==> src/rtl/core/lpg_pkg.sv <==
`timescale 1ns / 1ps
// ----------------------------------------------------------------------------
// lpg_pkg
// Shared types and constants for the line point generator: coordinate and
// error widths, the line kind code and the classified command record.
// ----------------------------------------------------------------------------
package lpg_pkg;

   localparam int COORD_BITS  = 6;
   // error term stays within about +/-(dx+dy); three extra bits cover it signed
   localparam int ERR_BITS    = COORD_BITS + 3;
   localparam int QUEUE_DEPTH = 2;
   localparam int QPTR_BITS   = $clog2(QUEUE_DEPTH);
   localparam int QCNT_BITS   = $clog2(QUEUE_DEPTH + 1);

   typedef logic [COORD_BITS-1:0]      coord_type;
   typedef logic signed [ERR_BITS-1:0] err_type;

   typedef enum logic [1:0] {
      KIND_VERT  = 2'd0,
      KIND_HORIZ = 2'd1,
      KIND_DIAG  = 2'd2
   } kind_type;

   typedef struct packed {
      coord_type start_x;
      coord_type start_y;
      coord_type end_x;
      coord_type end_y;
      coord_type dx;
      coord_type dy;
      logic      neg_x;
      logic      neg_y;
      kind_type  kind;
      coord_type steps;
      err_type   err0;
   } cmd_type;

   function automatic err_type widen(input coord_type v);
      return err_type'({{(ERR_BITS-COORD_BITS){1'b0}}, v});
   endfunction

endpackage

==> src/rtl/core/lpg_front.sv <==
`timescale 1ns / 1ps
// ----------------------------------------------------------------------------
// lpg_front
// Classifies a line command: deltas, step directions, line kind, step count
// and the starting error term.
// ----------------------------------------------------------------------------
module lpg_front (
   input  lpg_pkg::coord_type req_start_x,
   input  lpg_pkg::coord_type req_start_y,
   input  lpg_pkg::coord_type req_end_x,
   input  lpg_pkg::coord_type req_end_y,
   output lpg_pkg::cmd_type   cmd
);

   logic               x_up;
   logic               y_up;
   lpg_pkg::coord_type dx;
   lpg_pkg::coord_type dy;
   logic               x_major;

   always_comb begin
      x_up    = req_end_x > req_start_x;
      y_up    = req_end_y > req_start_y;
      dx      = x_up ? (req_end_x - req_start_x) : (req_start_x - req_end_x);
      dy      = y_up ? (req_end_y - req_start_y) : (req_start_y - req_end_y);
      x_major = dx > dy;

      cmd.start_x = req_start_x;
      cmd.start_y = req_start_y;
      cmd.end_x   = req_end_x;
      cmd.end_y   = req_end_y;
      cmd.dx      = dx;
      cmd.dy      = dy;
      cmd.neg_x   = !x_up;
      cmd.neg_y   = !y_up;
      cmd.steps   = x_major ? dx : dy;

      if (dx == '0) begin
         cmd.kind = lpg_pkg::KIND_VERT;
      end else if (dy == '0) begin
         cmd.kind = lpg_pkg::KIND_HORIZ;
      end else begin
         cmd.kind = lpg_pkg::KIND_DIAG;
      end

      // halving truncates toward zero on both signs
      if (x_major) begin
         cmd.err0 = lpg_pkg::widen(dx >> 1);
      end else begin
         cmd.err0 = -lpg_pkg::widen(dy >> 1);
      end
   end

endmodule

==> src/rtl/core/lpg_cmd_queue.sv <==
`timescale 1ns / 1ps
// ----------------------------------------------------------------------------
// lpg_cmd_queue
// Short register queue of classified commands between front and back.
// ----------------------------------------------------------------------------
module lpg_cmd_queue (
   input  logic             clock,
   input  logic             reset,
   input  logic             push,
   input  lpg_pkg::cmd_type push_cmd,
   output logic             full,
   input  logic             pop,
   output logic             valid,
   output lpg_pkg::cmd_type head
);

   lpg_pkg::cmd_type                 entry_ff [lpg_pkg::QUEUE_DEPTH];
   logic [lpg_pkg::QPTR_BITS-1:0]    wr_ptr_ff, wr_ptr_in;
   logic [lpg_pkg::QPTR_BITS-1:0]    rd_ptr_ff, rd_ptr_in;
   logic [lpg_pkg::QCNT_BITS-1:0]    count_ff, count_in;
   logic                             do_push;
   logic                             do_pop;

   assign full  = count_ff == lpg_pkg::QCNT_BITS'(lpg_pkg::QUEUE_DEPTH);
   assign valid = count_ff != '0;
   assign head  = entry_ff[rd_ptr_ff];

   always_comb begin
      do_push   = push && !full;
      do_pop    = pop && valid;
      wr_ptr_in = do_push ? wr_ptr_ff + 1'b1 : wr_ptr_ff;
      rd_ptr_in = do_pop ? rd_ptr_ff + 1'b1 : rd_ptr_ff;
      count_in  = count_ff;
      if (do_push && !do_pop) begin
         count_in = count_ff + 1'b1;
      end else if (do_pop && !do_push) begin
         count_in = count_ff - 1'b1;
      end
   end

   always_ff @(posedge clock) begin
      if (reset) begin
         wr_ptr_ff <= '0;
         rd_ptr_ff <= '0;
         count_ff  <= '0;
      end else begin
         wr_ptr_ff <= wr_ptr_in;
         rd_ptr_ff <= rd_ptr_in;
         count_ff  <= count_in;
      end
   end

   always_ff @(posedge clock) begin
      if (do_push) begin
         entry_ff[wr_ptr_ff] <= push_cmd;
      end
   end

endmodule

==> src/rtl/core/lpg_back.sv <==
`timescale 1ns / 1ps
// ----------------------------------------------------------------------------
// lpg_back
// Walks one command a pixel per cycle, pausing while the output register is
// held, and holds the oldest pixel in that register until it is popped.
// ----------------------------------------------------------------------------
module lpg_back (
   input  logic               clock,
   input  logic               reset,
   input  logic               q_valid,
   input  lpg_pkg::cmd_type   q_cmd,
   output logic               q_pop,
   output logic               rsp_empty,
   input  logic               rsp_pop,
   output lpg_pkg::coord_type rsp_pixel_x,
   output lpg_pkg::coord_type rsp_pixel_y,
   output logic               rsp_last_pixel
);

   logic               busy_ff, busy_in;
   logic               out_valid_ff, out_valid_in;
   lpg_pkg::cmd_type   cmd_ff, cmd_in;
   lpg_pkg::coord_type x_ff, x_in;
   lpg_pkg::coord_type y_ff, y_in;
   lpg_pkg::err_type   err_ff, err_in;
   lpg_pkg::coord_type rem_ff, rem_in;
   lpg_pkg::coord_type px_ff, px_in;
   lpg_pkg::coord_type py_ff, py_in;
   logic               last_ff, last_in;

   logic               slot_free;
   logic               step_x;
   logic               step_y;
   lpg_pkg::err_type   err_mid;
   lpg_pkg::err_type   err_new;
   lpg_pkg::err_type   dx_e;
   lpg_pkg::err_type   dy_e;
   lpg_pkg::coord_type x_step;
   lpg_pkg::coord_type y_step;

   assign rsp_empty      = !out_valid_ff;
   assign rsp_pixel_x    = px_ff;
   assign rsp_pixel_y    = py_ff;
   assign rsp_last_pixel = last_ff;

   always_comb begin
      slot_free = !out_valid_ff || rsp_pop;
      q_pop     = slot_free && !busy_ff && q_valid;

      dx_e = lpg_pkg::widen(cmd_ff.dx);
      dy_e = lpg_pkg::widen(cmd_ff.dy);

      // second test sees the error already updated by the first
      step_x  = 1'b0;
      step_y  = 1'b0;
      err_mid = err_ff;
      err_new = err_ff;
      case (cmd_ff.kind)
         lpg_pkg::KIND_VERT:  step_y = 1'b1;
         lpg_pkg::KIND_HORIZ: step_x = 1'b1;
         default: begin
            step_x  = err_ff > -dx_e;
            err_mid = step_x ? err_ff - dy_e : err_ff;
            step_y  = err_mid < dy_e;
            err_new = step_y ? err_mid + dx_e : err_mid;
         end
      endcase

      x_step = cmd_ff.neg_x ? x_ff - 1'b1 : x_ff + 1'b1;
      y_step = cmd_ff.neg_y ? y_ff - 1'b1 : y_ff + 1'b1;

      busy_in      = busy_ff;
      out_valid_in = out_valid_ff && !rsp_pop;
      cmd_in       = cmd_ff;
      x_in         = x_ff;
      y_in         = y_ff;
      err_in       = err_ff;
      rem_in       = rem_ff;
      px_in        = px_ff;
      py_in        = py_ff;
      last_in      = last_ff;

      if (slot_free && busy_ff) begin
         out_valid_in = 1'b1;
         if (rem_ff == lpg_pkg::coord_type'(1)) begin
            // end point is emitted from the command, not from the walk
            px_in   = cmd_ff.end_x;
            py_in   = cmd_ff.end_y;
            last_in = 1'b1;
            busy_in = 1'b0;
         end else begin
            x_in    = step_x ? x_step : x_ff;
            y_in    = step_y ? y_step : y_ff;
            err_in  = err_new;
            rem_in  = rem_ff - 1'b1;
            px_in   = step_x ? x_step : x_ff;
            py_in   = step_y ? y_step : y_ff;
            last_in = 1'b0;
         end
      end else if (q_pop) begin
         out_valid_in = 1'b1;
         cmd_in       = q_cmd;
         x_in         = q_cmd.start_x;
         y_in         = q_cmd.start_y;
         err_in       = q_cmd.err0;
         rem_in       = q_cmd.steps;
         busy_in      = q_cmd.steps != '0;
         px_in        = q_cmd.start_x;
         py_in        = q_cmd.start_y;
         last_in      = q_cmd.steps == '0;
      end
   end

   always_ff @(posedge clock) begin
      if (reset) begin
         busy_ff      <= 1'b0;
         out_valid_ff <= 1'b0;
      end else begin
         busy_ff      <= busy_in;
         out_valid_ff <= out_valid_in;
      end
   end

   always_ff @(posedge clock) begin
      cmd_ff  <= cmd_in;
      x_ff    <= x_in;
      y_ff    <= y_in;
      err_ff  <= err_in;
      rem_ff  <= rem_in;
      px_ff   <= px_in;
      py_ff   <= py_in;
      last_ff <= last_in;
   end

endmodule

==> src/rtl/core/line_point_generator_core.sv <==
`timescale 1ns / 1ps
// ----------------------------------------------------------------------------
// line_point_generator_core
// Bresenham-style pixel walker for lines inside a 64 by 64 tile.
// ----------------------------------------------------------------------------
// Usage:
//   Line commands come in on the req_ queue port: drive start and end
//   coordinates with req_push; the item is taken when req_full is low.
//   Pixels leave on the rsp_ queue port: while rsp_empty is low the oldest
//   pixel is on rsp_pixel_x / rsp_pixel_y / rsp_last_pixel, and rsp_pop
//   takes it. rsp_last_pixel marks the end point of each line.
//   A line gives max(|dx|, |dy|) + 1 pixels, one per cycle while the
//   receiver keeps popping; the pixel walker is the rate limit. Lines
//   follow each other with no gap when the next command is already queued.
//   A taken command is first written into the queue, and from there it is
//   loaded into the output register as its first pixel on the rsp_ ports
//   once the walker is idle and the output register is free.
//   Up to two classified commands wait in the queue behind the line being
//   walked; req_full goes high only when both slots are taken.
//   When the receiver holds off rsp_pop, the walk pauses with the pixel
//   kept; nothing is dropped.
//   Synchronous reset empties the queue and the output register; no other
//   state is kept between lines.
// ----------------------------------------------------------------------------
module line_point_generator_core (
   input  logic               clock,
   input  logic               reset,
   input  logic               req_push,
   output logic               req_full,
   input  lpg_pkg::coord_type req_start_x,
   input  lpg_pkg::coord_type req_start_y,
   input  lpg_pkg::coord_type req_end_x,
   input  lpg_pkg::coord_type req_end_y,
   output logic               rsp_empty,
   input  logic               rsp_pop,
   output lpg_pkg::coord_type rsp_pixel_x,
   output lpg_pkg::coord_type rsp_pixel_y,
   output logic               rsp_last_pixel
);

   lpg_pkg::cmd_type front_cmd;
   lpg_pkg::cmd_type head_cmd;
   logic             head_valid;
   logic             head_pop;

   lpg_front u_front (
      .req_start_x (req_start_x),
      .req_start_y (req_start_y),
      .req_end_x   (req_end_x),
      .req_end_y   (req_end_y),
      .cmd         (front_cmd)
   );

   lpg_cmd_queue u_queue (
      .clock    (clock),
      .reset    (reset),
      .push     (req_push),
      .push_cmd (front_cmd),
      .full     (req_full),
      .pop      (head_pop),
      .valid    (head_valid),
      .head     (head_cmd)
   );

   lpg_back u_back (
      .clock          (clock),
      .reset          (reset),
      .q_valid        (head_valid),
      .q_cmd          (head_cmd),
      .q_pop          (head_pop),
      .rsp_empty      (rsp_empty),
      .rsp_pop        (rsp_pop),
      .rsp_pixel_x    (rsp_pixel_x),
      .rsp_pixel_y    (rsp_pixel_y),
      .rsp_last_pixel (rsp_last_pixel)
   );

endmodule
==> config.mk <==
export PLATFORM = sky130hd
export DESIGN_NAME = line_point_generator_core
export DESIGN_NICKNAME = d
export VERILOG_FILES = /design/src/rtl/core/lpg_pkg.sv /design/src/rtl/core/lpg_front.sv /design/src/rtl/core/lpg_cmd_queue.sv /design/src/rtl/core/lpg_back.sv /design/src/rtl/core/line_point_generator_core.sv
export SDC_FILE = /design/constraint.sdc
export NUM_CORES = 1
export LEC_CHECK = 0
export ABC_AREA = 1
export BUFFER_PORTS_ARGS = -buffer_cell sky130_fd_sc_hd__buf_2
export CORE_AREA = 2 2 152 214
export CTS_CLUSTER_DIAMETER = 120
export DETAILED_ROUTE_END_ITERATION = 10
export DIE_AREA = 0 0 154 216
export HOLD_SLACK_MARGIN = 0.08
export PLACE_DENSITY = 0.58
export SLEW_MARGIN = 10
export SYNTH_ARGS = -nofsm -noshare
export SYNTH_HDL_FRONTEND = slang
export SYNTH_HIERARCHICAL = 1
export SYNTH_SLANG_ARGS = --single-unit
==> constraint.sdc <==
create_clock -name clock -period 3.9 [get_ports clock]
set_input_delay 0.195 -clock clock [delete_from_list [all_inputs] [get_ports clock]]
set_output_delay 0.195 -clock clock [all_outputs]
set_load 0.05 [all_outputs]
==> results_dict.tcl <==
set metrics [dict create \
    run_status "finished, violations left" \
    violations "negative setup slack" \
    min_period_over_period 1.02 \
    crit_fanout 7 \
    mostFrequentLayoutCells "nand2_1, edfxtp_1, inv_1" \
    swShare 0.431 \
    dp_slack_ps -52.6 \
    worstHoldPathType "in -> reg" \
    fin_ws_ps -69.1 \
    nNetsFinal 1184 \
    max_stage_delay_ps 420 \
    antenna_found_initial 0 \
    htree_num_levels 4 \
    power_density_nw_per_um2 927 \
    cap_violations 0 \
    min_from "req_push" \
    syn_avg_cell_area_um2 10.8 \
    drc 0 \
    final_util 0.400 \
    cts_sinks 185 \
    grt_max_degree 56 \
    place_congestion 0.860 \
    timing.rr.end "u_back/rsp_pixel_y[0]" \
    postRouteAntennaNets 0 \
    synth-seq-area-share 0.507 \
    clk_latency_ps 450 \
    seqPwrFrac 0.304 \
    synth-edff-count 178 \
    layout_commonest_cell "nand2_1" \
    cp_slowest_cell "edfxtp_1" \
    worst-path-stages 26 \
    max_slew_margin 0.459 \
    yosys.area.top_type_share 0.494 \
    end_kind "flip-flop" \
    worst-path-buf-inv 2 \
    std_cell_rows 77 \
    ff2ff_setup_slack_ps -70 \
    numCtsBuffers 17 \
    die_h_um 216 \
    async_flop_share 0 \
    rsz0062_at_grt "yes" \
    crit_start "u_back/cmd_ff[25]" \
    rr_worst_depth 26 \
    pin_count 43 \
    syn_inst 1001 \
    ys.flop_type "edfxtp_1" \
    n_antenna_cell 0 \
    wire_per_inst_um 15.3 \
    setup-violations-final 10 \
    ys_ff_latch 185 \
    arrival_ps 4170 \
    synth.area.top_cells "edfxtp_1, ha_1, mux2_4, nand2_1, inv_1" \
    combPwrFrac 0.549 \
    yosysUniqueCellTypes 51 \
    dr.pass1.iters 4 \
    crit_end "u_back/rsp_pixel_y[0]" \
    grt_pass1_wl_um 36700 \
    path_class "reg -> reg" \
    root_buffer "clkbuf_16" \
    routed_wl_um 22800 \
    ys_warn_count 6 \
    portBuffers 42 \
    clock_skew_ps 9.48 \
    clk_path_buf_depth 2 \
    dp_hpwl_um 16600 \
    dieArea_um2 33300 \
    cpMostUsedCell "nand2_4" \
    chipWidth_um 154 \
    drt_iter0_markers 376 \
    cts_tree "yes" \
    critPathLaunchType "flip-flop" \
    drt-vias-per-instance 4.72 \
    path_delay_family "simple AND/OR/NAND/NOR gates" \
    drive_above_1_share 0.251 \
    tightest_slew_ps 812 \
    intPower_w 0.00660 \
    p_leak_nw 5.36 \
    grtUsageTotal 0.141 \
    clk_pin_slew_ps 70 \
    fmax_ghz 0.252 \
    start_util 0.346 \
    min_period_ps 3970 \
    ir_drop_mv 0.352 \
    core_area_um2 31300 \
    syn_nets 1105 \
    cp.required_ps 4110 \
    vias 7030 \
    syn_to_final_growth_pct 15.6 \
    netlist_area_um2 10800 \
    hold_viol 0 \
    grt_pass1_vias 7065 \
    grt-ovfl-total 0 \
    r2r_start "u_back/cmd_ff[25]" \
    yosys.area.top_type "edfxtp_1" \
    maxSlewViolCount 0 \
    clkPwrFrac 0.147 \
    p_switching_w 0.00500 \
]
[how the worst min path moves through the flow]
stage,cells past startpoint,to
detailed placement,2,u_back/busy_ff
global route,4,u_queue/wr_ptr_ff
floorplan,1,u_back/busy_ff
global placement,2,u_back/busy_ff
finish,4,u_queue/wr_ptr_ff
CTS,4,u_queue/wr_ptr_ff
[stage by stage]
step | TNS, ps | cell area (um2) | power (W) | cells | hold WS [ps]
2_1_floorplan | 0 | 10800 | 0.00771 | 1001 | 264
3_3_place_gp | 0 | 11300 | 0.00903 | 1416 | 396
3_5_place_dp | -52.6 | 11300 | 0.00913 | 1416 | 401
4_1_cts | 0 | 12200 | 0.0109 | 1473 | 167
5_1_grt | -5230 | 12500 | 0.0125 | 1488 | 243
6_report | -347 | 12500 | 0.0116 | 1488 | 191
[repair_timing]
item                       in CTS  in global routing
hold buffers                   25                  0
pin swaps                       1                 32
gates cloned                    0                  1
hold endpoints to repair       54                  0
setup endpoints to repair       1                 23
gates resized for setup         2                 59
buffers inserted                0                 15
[layout make-up]
cell class | count | area (um2)
inverter | 129 | 490
multi-input combinational | 644 | 4720
timing repair buffer | 103 | 738
sequential | 185 | 5490
clock buffer | 17 | 425
fill | 2966 | 18800
clock inverter | 15 | 151
tap | 395 | 494
[sequential cells by signal (all words and copies together) (netlist names), 6 cells and up, named ones only]
register	cells
u_back/err_ff	9
u_back/rsp_pixel_y	6
u_back/rem_ff	6
u_queue/entry_ff	110
u_back/y_ff	6
u_back/cmd_ff	28
u_back/rsp_pixel_x	6
u_back/x_ff	6
[cells in the mapped netlist (2+ instances only)]
| library cell | number |
|---|---|
| inv_1 | 121 |
| nand3_1 | 49 |
| nand3_2 | 7 |
| or2_2 | 9 |
| nor3_1 | 6 |
| ha_1 | 68 |
| nor2_1 | 46 |
| dfxtp_1 | 7 |
| buf_12 | 5 |
| clkbuf_1 | 6 |
| mux2_4 | 50 |
| xnor2_1 | 10 |
| nor2_2 | 2 |
| o211ai_1 | 3 |
| buf_6 | 2 |
| nand2_1 | 199 |
| o21ai_1 | 6 |
| buf_2 | 3 |
| xor2_1 | 25 |
| nand2_4 | 10 |
| mux2_2 | 6 |
| buf_4 | 28 |
| inv_2 | 6 |
| edfxtp_1 | 178 |
| a21oi_1 | 43 |
| o21ai_0 | 45 |
| nand4_1 | 9 |
| o21ai_2 | 4 |
| nand2_2 | 15 |
| fa_1 | 8 |
| and2_1 | 3 |
| o21bai_1 | 3 |
[power groups by stage]
| stage | clock [W] | sequential [W] | combinational (W) |
|---|---|---|---|
| after floorplan | 0 | 0.00366 | 0.00405 |
| after global placement | 0 | 0.00356 | 0.00548 |
| after detailed placement | 0 | 0.00357 | 0.00556 |
| after CTS | 0.00176 | 0.00353 | 0.00561 |
| after global routing | 0.00182 | 0.00360 | 0.00709 |
| final | 0.00170 | 0.00353 | 0.00637 |
[cells by family (layout without fill, tap and decap cells)]
kind of cell               after synthesis  in the layout  synth area share
AOI/OAI and AO/OA                      112            112            0.0580
buffers and inverters                  173            264            0.0792
muxes                                   56             56            0.0756
and+or+nand+nor                        363            364             0.157
DFF                                    185            185             0.507
adders and majority gates               76             76            0.0934
xor gates and xnor gates                36             36            0.0298
[layer usage]
layer,track usage,vias to the layer above,routed length (um)
met4,0.0632,0,753
met1,0.162,3354,9560
met2,0.257,113,12000
li1,-,3523,-
met3,0.0223,40,503
met5,0,-,0
[worst min-delay path: cells and delay by family]
kind	cells	cell delay, ps
compound gates	2	270
buf+inv	1	90
simple gates	1	40
Power figures use the tool's default switching activity.
